<file path="config.mk">
export PLATFORM = sky130hd
export DESIGN_NAME = json_string_unescape
export DESIGN_NICKNAME = d
export VERILOG_FILES = /design/src/rtl/core/jsu_pkg.sv /design/src/rtl/core/jsu_front.sv /design/src/rtl/core/jsu_queue.sv /design/src/rtl/core/jsu_back.sv /design/src/rtl/core/json_string_unescape.sv
export SDC_FILE = /design/constraint.sdc
export NUM_CORES = 1
export LEC_CHECK = 0
export BUFFER_PORTS_ARGS = -buffer_cell sky130_fd_sc_hd__clkbuf_2
export CORE_MARGIN = 1
export CORE_UTILIZATION = 30
export CTS_CLUSTER_SIZE = 40
export DETAILED_ROUTE_END_ITERATION = 10
export HOLD_SLACK_MARGIN = 0.03
export SYNTH_ARGS = -nofsm -noshare
export SYNTH_HDL_FRONTEND = slang
export SYNTH_SLANG_ARGS = --single-unit
export TNS_END_PERCENT = 100
</file>
<file path="constraint.sdc">
create_clock -name clk_i -period 7.9 [get_ports clk_i]
set_clock_uncertainty 0.15 [all_clocks]
set_input_delay 2.37 -clock clk_i [delete_from_list [all_inputs] [get_ports clk_i]]
set_output_delay 2.37 -clock clk_i [all_outputs]
set_load 0.005 [all_outputs]
</file>
<file path="src/rtl/core/jsu_pkg.sv">
// Package for the JSON string unescaper: codes, the front-to-back command
// type, the queue status group and the queue sizing constants.
// Depends on nothing; every other file of the block imports it.
package jsu_pkg;

  localparam int unsigned QueueDepth = 4;
  localparam int unsigned QueuePtrW  = $clog2(QueueDepth);
  localparam int unsigned QueueCntW  = $clog2(QueueDepth + 1);

  // Result status codes as they appear on the status port.
  localparam logic [1:0] StByte = 2'd0;
  localparam logic [1:0] StDone = 2'd1;
  localparam logic [1:0] StErr  = 2'd2;

  // Characters the front looks for.
  localparam logic [7:0] ChQuote     = 8'h22;
  localparam logic [7:0] ChBackslash = 8'h5C;
  localparam logic [7:0] ChLowB      = 8'h62;
  localparam logic [7:0] ChLowF      = 8'h66;
  localparam logic [7:0] ChLowN      = 8'h6E;
  localparam logic [7:0] ChLowR      = 8'h72;
  localparam logic [7:0] ChLowT      = 8'h74;
  localparam logic [7:0] ChLowU      = 8'h75;

  // UTF-8 encoding constants.
  localparam logic [15:0] CpMax1 = 16'h007F;
  localparam logic [15:0] CpMax2 = 16'h07FF;
  localparam logic [7:0]  Utf8Lead2 = 8'hC0;
  localparam logic [7:0]  Utf8Lead3 = 8'hE0;
  localparam logic [7:0]  Utf8Cont  = 8'h80;
  localparam logic [5:0]  Utf8Mask  = 6'h3F;

  typedef enum logic [1:0] {
    MODE_IDLE,
    MODE_STR,
    MODE_ESC,
    MODE_HEX
  } mode_e;

  typedef enum logic [1:0] {
    CMD_BYTE,  // one literal byte in data[7:0]
    CMD_CP,    // a code point to be encoded as UTF-8
    CMD_DONE,  // string closed
    CMD_ERR    // error
  } cmd_e;

  typedef struct packed {
    cmd_e        kind;
    logic [15:0] data;
  } jsu_cmd_t;

  typedef struct packed {
    logic full;
    logic empty;
  } jsu_qstat_t;

endpackage

</file>
<file path="src/rtl/core/jsu_front.sv">
// Front end of the JSON string unescaper: accepts bytes, tracks the string
// mode and the hex digits of a \u escape, and issues one command per result group.
// Depends on jsu_pkg.
module jsu_front (
  input  logic           clk_i,
  input  logic           rst_ni,
  input  logic           accept_i,
  input  logic [7:0]     in_byte_i,
  input  logic           end_of_input_i,
  output logic           push_o,
  output jsu_pkg::jsu_cmd_t cmd_o
);
  import jsu_pkg::*;

  mode_e       mode_q, mode_d;
  logic [1:0]  hex_count_q, hex_count_d;
  logic [11:0] code_point_q, code_point_d;
  logic [4:0]  hex_v;

  // Bit 4 flags a valid hex digit, bits 3:0 hold its value.
  function automatic logic [4:0] hex_value(input logic [7:0] c);
    logic [4:0] r;
    r = 5'd0;
    if (c >= 8'h30 && c <= 8'h39) begin
      r = {1'b1, 4'(c - 8'h30)};
    end else if (c >= 8'h61 && c <= 8'h66) begin
      r = {1'b1, 4'(c - 8'h57)};
    end else if (c >= 8'h41 && c <= 8'h46) begin
      r = {1'b1, 4'(c - 8'h37)};
    end
    return r;
  endfunction

  assign hex_v = hex_value(in_byte_i);

  always_ff @(posedge clk_i or negedge rst_ni) begin
    if (!rst_ni) begin
      mode_q       <= MODE_IDLE;
      hex_count_q  <= 2'd0;
      code_point_q <= 12'd0;
    end else begin
      mode_q       <= mode_d;
      hex_count_q  <= hex_count_d;
      code_point_q <= code_point_d;
    end
  end

  always_comb begin
    mode_d       = mode_q;
    hex_count_d  = hex_count_q;
    code_point_d = code_point_q;
    push_o       = 1'b0;
    cmd_o        = '{kind: CMD_BYTE, data: 16'h0000};
    if (accept_i) begin
      if (end_of_input_i) begin
        if (mode_q != MODE_IDLE) begin
          push_o       = 1'b1;
          cmd_o.kind   = CMD_ERR;
          mode_d       = MODE_IDLE;
          hex_count_d  = 2'd0;
          code_point_d = 12'd0;
        end
      end else begin
        case (mode_q)
          MODE_IDLE: begin
            if (in_byte_i == ChQuote) begin
              mode_d = MODE_STR;
            end else begin
              push_o     = 1'b1;
              cmd_o.kind = CMD_ERR;
            end
          end
          MODE_STR: begin
            if (in_byte_i == ChQuote) begin
              push_o       = 1'b1;
              cmd_o.kind   = CMD_DONE;
              mode_d       = MODE_IDLE;
              hex_count_d  = 2'd0;
              code_point_d = 12'd0;
            end else if (in_byte_i == ChBackslash) begin
              mode_d = MODE_ESC;
            end else begin
              push_o     = 1'b1;
              cmd_o.data = {8'h00, in_byte_i};
            end
          end
          MODE_ESC: begin
            mode_d     = MODE_STR;
            push_o     = 1'b1;
            cmd_o.data = {8'h00, in_byte_i};
            case (in_byte_i)
              ChLowB: cmd_o.data = 16'h0008;
              ChLowF: cmd_o.data = 16'h000C;
              ChLowN: cmd_o.data = 16'h000A;
              ChLowR: cmd_o.data = 16'h000D;
              ChLowT: cmd_o.data = 16'h0009;
              ChLowU: begin
                push_o       = 1'b0;
                mode_d       = MODE_HEX;
                hex_count_d  = 2'd0;
                code_point_d = 12'd0;
              end
              default: begin
              end
            endcase
          end
          default: begin
            if (!hex_v[4]) begin
              push_o       = 1'b1;
              cmd_o.kind   = CMD_ERR;
              mode_d       = MODE_IDLE;
              hex_count_d  = 2'd0;
              code_point_d = 12'd0;
            end else if (hex_count_q == 2'd3) begin
              push_o       = 1'b1;
              cmd_o.kind   = CMD_CP;
              cmd_o.data   = {code_point_q, hex_v[3:0]};
              mode_d       = MODE_STR;
              hex_count_d  = 2'd0;
              code_point_d = 12'd0;
            end else begin
              code_point_d = {code_point_q[7:0], hex_v[3:0]};
              hex_count_d  = hex_count_q + 2'd1;
            end
          end
        endcase
      end
    end
  end

endmodule

</file>
<file path="src/rtl/core/jsu_queue.sv">
// Short command queue between the front and back of the unescaper.
// Depends on jsu_pkg for the command type, status group and depth.
module jsu_queue (
  input  logic                 clk_i,
  input  logic                 rst_ni,
  input  logic                 push_i,
  input  jsu_pkg::jsu_cmd_t    push_cmd_i,
  input  logic                 pop_i,
  output jsu_pkg::jsu_cmd_t    head_o,
  output jsu_pkg::jsu_qstat_t  stat_o
);
  import jsu_pkg::*;

  jsu_cmd_t             slot_q [QueueDepth];
  logic [QueuePtrW-1:0] wr_ptr_q, rd_ptr_q;
  logic [QueueCntW-1:0] count_q;
  logic                 do_push, do_pop;

  assign stat_o.full  = (count_q == QueueCntW'(QueueDepth));
  assign stat_o.empty = (count_q == '0);
  assign do_push      = push_i && !stat_o.full;
  assign do_pop       = pop_i && !stat_o.empty;
  assign head_o       = slot_q[rd_ptr_q];

  always_ff @(posedge clk_i) begin
    if (do_push) begin
      slot_q[wr_ptr_q] <= push_cmd_i;
    end
  end

  always_ff @(posedge clk_i or negedge rst_ni) begin
    if (!rst_ni) begin
      wr_ptr_q <= '0;
      rd_ptr_q <= '0;
      count_q  <= '0;
    end else begin
      if (do_push) begin
        wr_ptr_q <= (wr_ptr_q == QueuePtrW'(QueueDepth - 1)) ? '0 : wr_ptr_q + QueuePtrW'(1);
      end
      if (do_pop) begin
        rd_ptr_q <= (rd_ptr_q == QueuePtrW'(QueueDepth - 1)) ? '0 : rd_ptr_q + QueuePtrW'(1);
      end
      case ({do_push, do_pop})
        2'b10:   count_q <= count_q + QueueCntW'(1);
        2'b01:   count_q <= count_q - QueueCntW'(1);
        default: count_q <= count_q;
      endcase
    end
  end

endmodule

</file>
<file path="src/rtl/core/jsu_back.sv">
// Back end of the unescaper: takes commands from the queue and serializes
// them into result items, encoding code points as one to three UTF-8 bytes.
// Depends on jsu_pkg.
module jsu_back (
  input  logic                clk_i,
  input  logic                rst_ni,
  input  jsu_pkg::jsu_cmd_t   head_i,
  input  jsu_pkg::jsu_qstat_t qstat_i,
  output logic                pop_o,
  output logic                out_valid_o,
  input  logic                out_stall_i,
  output logic [7:0]          out_byte_o,
  output logic [1:0]          status_o,
  output logic                last_o
);
  import jsu_pkg::*;

  jsu_cmd_t   cur_q;
  logic       cur_valid_q;
  logic [1:0] step_q;
  logic [1:0] n_out;
  logic       out_fire;

  // Number of result items the current command produces, minus one.
  always_comb begin
    n_out = 2'd0;
    if (cur_q.kind == CMD_CP) begin
      if (cur_q.data <= CpMax1) begin
        n_out = 2'd0;
      end else if (cur_q.data <= CpMax2) begin
        n_out = 2'd1;
      end else begin
        n_out = 2'd2;
      end
    end
  end

  always_comb begin
    out_byte_o = 8'h00;
    status_o   = StByte;
    case (cur_q.kind)
      CMD_BYTE: out_byte_o = cur_q.data[7:0];
      CMD_DONE: status_o = StDone;
      CMD_ERR:  status_o = StErr;
      default: begin
        if (n_out == 2'd0) begin
          out_byte_o = cur_q.data[7:0];
        end else if (n_out == 2'd1) begin
          out_byte_o = (step_q == 2'd0) ? (Utf8Lead2 | {3'b000, cur_q.data[10:6]})
                                        : (Utf8Cont | {2'b00, cur_q.data[5:0] & Utf8Mask});
        end else begin
          case (step_q)
            2'd0:    out_byte_o = Utf8Lead3 | {4'h0, cur_q.data[15:12]};
            2'd1:    out_byte_o = Utf8Cont | {2'b00, cur_q.data[11:6] & Utf8Mask};
            default: out_byte_o = Utf8Cont | {2'b00, cur_q.data[5:0] & Utf8Mask};
          endcase
        end
      end
    endcase
  end

  assign last_o      = (step_q == n_out);
  assign out_valid_o = cur_valid_q;
  assign out_fire    = cur_valid_q && !out_stall_i;
  assign pop_o       = !qstat_i.empty && (!cur_valid_q || (out_fire && last_o));

  always_ff @(posedge clk_i) begin
    if (pop_o) begin
      cur_q <= head_i;
    end
  end

  always_ff @(posedge clk_i or negedge rst_ni) begin
    if (!rst_ni) begin
      cur_valid_q <= 1'b0;
      step_q      <= 2'd0;
    end else if (pop_o) begin
      cur_valid_q <= 1'b1;
      step_q      <= 2'd0;
    end else if (out_fire) begin
      if (last_o) begin
        cur_valid_q <= 1'b0;
        step_q      <= 2'd0;
      end else begin
        step_q <= step_q + 2'd1;
      end
    end
  end

endmodule

</file>
<file path="src/rtl/core/json_string_unescape.sv">
// Top level of the JSON string unescaper: front end, command queue, back end.
// Depends on jsu_pkg, jsu_front, jsu_queue and jsu_back.
//
// Usage: bytes of a double-quoted JSON string literal enter on the input
// channel (in_valid_i, in_stall_o, in_byte_i, end_of_input_i), one item per
// cycle while in_stall_o is low. The decoded result items leave on the
// output channel (out_valid_o, out_stall_i, out_byte_o, status_o, last_o).
// Status 0 carries a content byte, 1 marks the closing quote, 2 an error;
// close and error items carry byte 0 and last set. Each input item causes
// zero to three result items, the last of them flagged by last_o.
// Path of an accepted input item: the front classifies the byte into a
// command in the cycle it is accepted, the queue registers the command, and
// the back register loads it from the queue head and presents it.
// Throughput is one input item per cycle while the queue has room; the back
// end emits one result item per cycle unless the receiver stalls, so a \u
// escape that encodes to two or three UTF-8 bytes holds it for each byte.
// The four-entry queue absorbs such bursts; in_stall_o rises only when full.
// When the receiver stalls, the current result item holds on the ports and
// the queue keeps filling until full. Reset empties the queue and the output
// register and returns the front end to idle, waiting for an opening quote.
module json_string_unescape (
  input  logic       clk_i,
  input  logic       rst_ni,
  input  logic       in_valid_i,
  output logic       in_stall_o,
  input  logic [7:0] in_byte_i,
  input  logic       end_of_input_i,
  output logic       out_valid_o,
  input  logic       out_stall_i,
  output logic [7:0] out_byte_o,
  output logic [1:0] status_o,
  output logic       last_o
);
  import jsu_pkg::*;

  logic       in_accept;
  logic       q_push;
  logic       q_pop;
  jsu_cmd_t   push_cmd;
  jsu_cmd_t   head_cmd;
  jsu_qstat_t qstat;

  // Stall only on a full queue; an input item may then not push anything, but
  // holding it off keeps the decision independent of the byte's class.
  assign in_stall_o = qstat.full;
  assign in_accept  = in_valid_i && !in_stall_o;

  jsu_front u_front (
    .clk_i          (clk_i),
    .rst_ni         (rst_ni),
    .accept_i       (in_accept),
    .in_byte_i      (in_byte_i),
    .end_of_input_i (end_of_input_i),
    .push_o         (q_push),
    .cmd_o          (push_cmd)
  );

  jsu_queue u_queue (
    .clk_i      (clk_i),
    .rst_ni     (rst_ni),
    .push_i     (q_push),
    .push_cmd_i (push_cmd),
    .pop_i      (q_pop),
    .head_o     (head_cmd),
    .stat_o     (qstat)
  );

  jsu_back u_back (
    .clk_i       (clk_i),
    .rst_ni      (rst_ni),
    .head_i      (head_cmd),
    .qstat_i     (qstat),
    .pop_o       (q_pop),
    .out_valid_o (out_valid_o),
    .out_stall_i (out_stall_i),
    .out_byte_o  (out_byte_o),
    .status_o    (status_o),
    .last_o      (last_o)
  );

  // A command is never pushed into a full queue, or it would be lost.
  assert property (@(posedge clk_i) disable iff (!rst_ni) q_push |-> !qstat.full)
    else $error("command pushed into a full queue");

  // Close and error results always end their group.
  assert property (@(posedge clk_i) disable iff (!rst_ni)
    (out_valid_o && status_o != StByte) |-> last_o)
    else $error("close or error result without last");

  // Finishing a group with nothing queued leaves the output empty.
  assert property (@(posedge clk_i) disable iff (!rst_ni)
    (out_valid_o && !out_stall_i && last_o && qstat.empty) |=> !out_valid_o)
    else $error("result appeared without a queued command");

  // The output holds only known status codes.
  assert property (@(posedge clk_i) disable iff (!rst_ni)
    out_valid_o |-> (status_o == StByte || status_o == StDone || status_o == StErr))
    else $error("reserved status code on output");

endmodule

</file>
==> results.cfg <==
[grt]
grt_pass1_vias = 3434
grt_pass1_wl_um = 17700
grt_max_degree = 27
antenna_found_initial = 0
grt_overflow = 0
grt_usage = 0.125

[detailed_routing]
antenna_left = 0
wl_um = 10900
routedWlPerCell_um = 16.3
via_per_inst = 5.03
drtIter0Drc = 150
drt_pass1_iterations = 4
route.detailed.drc = 0
num_vias = 3362

[floorplanning]
core_area_sq_um = 18000
io_pins = 26
dieArea_sq_um = 19000
die_x_um = 138
initial_core_util = 0.308
rows = 49
die_h_um = 138

[yosys]
synth_edf_count = 90
ys_types = 65
ys_warn_count = 0
synth_top_area_frac = 0.487
ys.flop_type = edfxtp_1
syn_nets = 427
synth_area_sq_um = 5550
yosysTopAreaCell = edfxtp_1
synth.area.top_cells = edfxtp_1 (49%), dfrtp_1 (12%), mux4_2 (7.3%)
async_flop_share = 0.224
seq_area_frac_synth = 0.605
ys_ff_latch = 116
syn_area_per_cell_sq_um = 14.0
postSynthCellCount = 395

[clocking]
cts_tree = built
clk_pin_slew_ns = 0.05
cts-root-buf = clkbuf_16
htreeDepth = 4
post_cts_buffers = 0
clk_path_buf_depth = 2
clock-sinks = 116
cts_resized = 0
cts_hold_buf = 0
clkLatencyLatePin_ns = 0.40
cts_inserted_buffers = 17

[layout]
final_nets = 459
design_area_sq_um = 6570
num-fill-cells = 1714
drive_gt1_frac = 0.227
area_growth_pct = 18.4
post-route-util = 0.364
antennaDiodeCount = 0

[critical_path]
worst-r2r-cell-count = 10
cpMaxStageDelayCell = fa_1
max_stage_delay_ns = 0.44
crit_chain = clkbuf_2 -> inv_1 -> ha_1 -> or3b_1 -> and4_4 -> o21ai_2 -> o31ai_4 -> nor2_4 -> inv_1 -> ha_1 -> fa_1 -> xnor2_1 -> nor2_1 -> xor2_1
ff2ff_setup_slack_ns = 4.75
crit_arrival_ns = 5.17
crit_path_end_kind = flop
path_class = primary input to flop
start_kind = primary input
critPathRequiredTime_ns = 8.06
r2r_end = u_queue.count_q[2]
worst-path-max-fanout = 9
rr_startpoint = u_back.cur_q[15]

[sta]
fin_crit_ns = 5.01
fin_crit_sh = 0.635
setup_viol = 0
hold_viol = 0
setup_tns_ns = 0
relSlewSlack = 0.276
fmax_ghz = 0.199
drv_slew = 0
max_slew.worst_pin.slew_ns = 1.09
rsz0062_at_grt = false

[place]
port_buffers = 25
finalWeightedCongestion = 0.846
dp_hpwl_um = 7670
placed_area_sq_um = 5900

[run]
timing.max_cap.violations = 0

[outcome]
status = finished, final reports clean

[worst_hold_path]
hold_path_depth = 1
hold-path-endpoint = u_queue.count_q[2]
hp-class = flop to flop
hp-start = u_queue.count_q[2]

[pwr]
power_w = 0.00246
power_leakage_nw = 2.42
peakVddDrop_uv = 189
power_density_nw_per_um2 = 374
## through the flow
step	hold slack, ns	instances	setup slack [ns]
global route	0.363	669	2.76
finish	0.347	669	2.89
detailed placement	0.338	637	2.47
CTS	0.351	669	2.89
floorplan	0.304	395	2.93
global placement	0.326	637	2.55
## where the power goes
| group | internal [W] | total [W] | switching [W] |
|---|---|---|---|
| clock | 0.000607 | 0.000853 | 0.000246 |
| sequential | 0.000839 | 0.000934 | 0.0000947 |
| combinational | 0.000297 | 0.000671 | 0.000374 |
## cells by family (layout without fill, tap and decap cells)
logic type / count (synthesis) / in the layout / share of synthesized area
mux: 26 / 26 / 0.0912
compound gates: 78 / 78 / 0.107
fa+ha+maj: 19 / 19 / 0.0442
buf+inv: 30 / 75 / 0.0235
flops: 116 / 116 / 0.605
xor+xnor: 4 / 4 / 0.00632
simple gates: 122 / 122 / 0.123
## state kept, by name, indices dropped and copies added (netlist names)
name                  flops
u_queue.slot_q           72
u_back.cur_q             18
u_front.code_point_q     12
u_queue.count_q           3
u_back.step_q             2
u_front.hex_count_q       2
u_front.mode_q            2
u_queue.rd_ptr_q          2
u_queue.wr_ptr_q          2
u_back.out_valid_o        1
## per-layer routing
layer | vias to the layer above | GRT usage | wire length (um) | share of wire
li1 | 1583 | - | - | -
met1 | 1715 | 0.162 | 5020 | 0.46
met2 | 60 | 0.201 | 5410 | 0.50
met3 | 4 | 0.0281 | 395 | 0.036
met4 | 0 | 0.0537 | 72 | 0.0066
met5 | - | 0 | 0 | 0
## synthesized netlist by cell type (2+ instances only)
master / count
dfrtp_1: 26
nor2b_1: 7
a21oi_2: 2
nor3b_1: 2
o21bai_1: 3
inv_1: 17
a22o_1: 11
nand4_1: 5
or2_2: 2
ha_1: 18
and3_1: 2
mux2_4: 3
nand2_1: 28
mux2_2: 4
nand3_1: 10
nor3b_2: 2
mux4_2: 18
o21ai_0: 11
o21ai_2: 3
o211ai_1: 3
clkbuf_1: 5
a31oi_1: 3
o311ai_0: 2
nor2_1: 25
and2_1: 17
a21o_1: 2
buf_2: 5
edfxtp_1: 90
o2bb2ai_1: 3
a32oi_1: 5
nor3_1: 6
nor4_2: 2
xnor2_1: 3
a32o_1: 2
nand2b_1: 2
a21oi_1: 17
## critical path, delay by kind of cell
kind	cells	cell delay, ns
adders and majority gates	3	0.92
and+or+nand+nor	4	0.84
AOI/OAI and AO/OA	2	0.39
buffers and inverters	3	0.35
xor gates and xnor gates	2	0.30
## area by class of cell
| type | instances | area, sq um | area share |
|---|---|---|---|
| inverters | 17 | 63.8 | 0.00972 |
| repair buffers | 26 | 133 | 0.0202 |
| clock inverters | 10 | 203 | 0.0309 |
| well taps | 229 | 287 | 0.0436 |
| multi-input cells | 249 | 2060 | 0.314 |
| clock buffers | 22 | 464 | 0.0707 |
| flip-flops and latches | 116 | 3350 | 0.511 |
## worst max-delay path by stage
stage	start	endpoint	slack, ns	depth (start not counted)
2_1_floorplan	in_byte_i[0]	u_queue.count_q[2]	2.93	13
3_3_place_gp	in_byte_i[1]	u_queue.count_q[2]	2.55	14
3_5_place_dp	in_byte_i[1]	u_queue.count_q[2]	2.47	14
4_1_cts	in_byte_i[1]	u_queue.count_q[2]	2.89	14
5_1_grt	in_byte_i[1]	u_queue.count_q[2]	2.76	14
6_report	in_byte_i[1]	u_queue.count_q[2]	2.89	14
## cell usage in the layout, fill, tap and decap left out, types with 17 or more instances in the layout
master,instances
mux4_2,18
edfxtp_1,90
a21oi_1,17
ha_1,18
clkbuf_16,17
clkbuf_2,25
inv_1,17
nand2_1,28
nor2_1,25
and2_1,17
dfrtp_1,26
(Power assumes the default switching activity.)
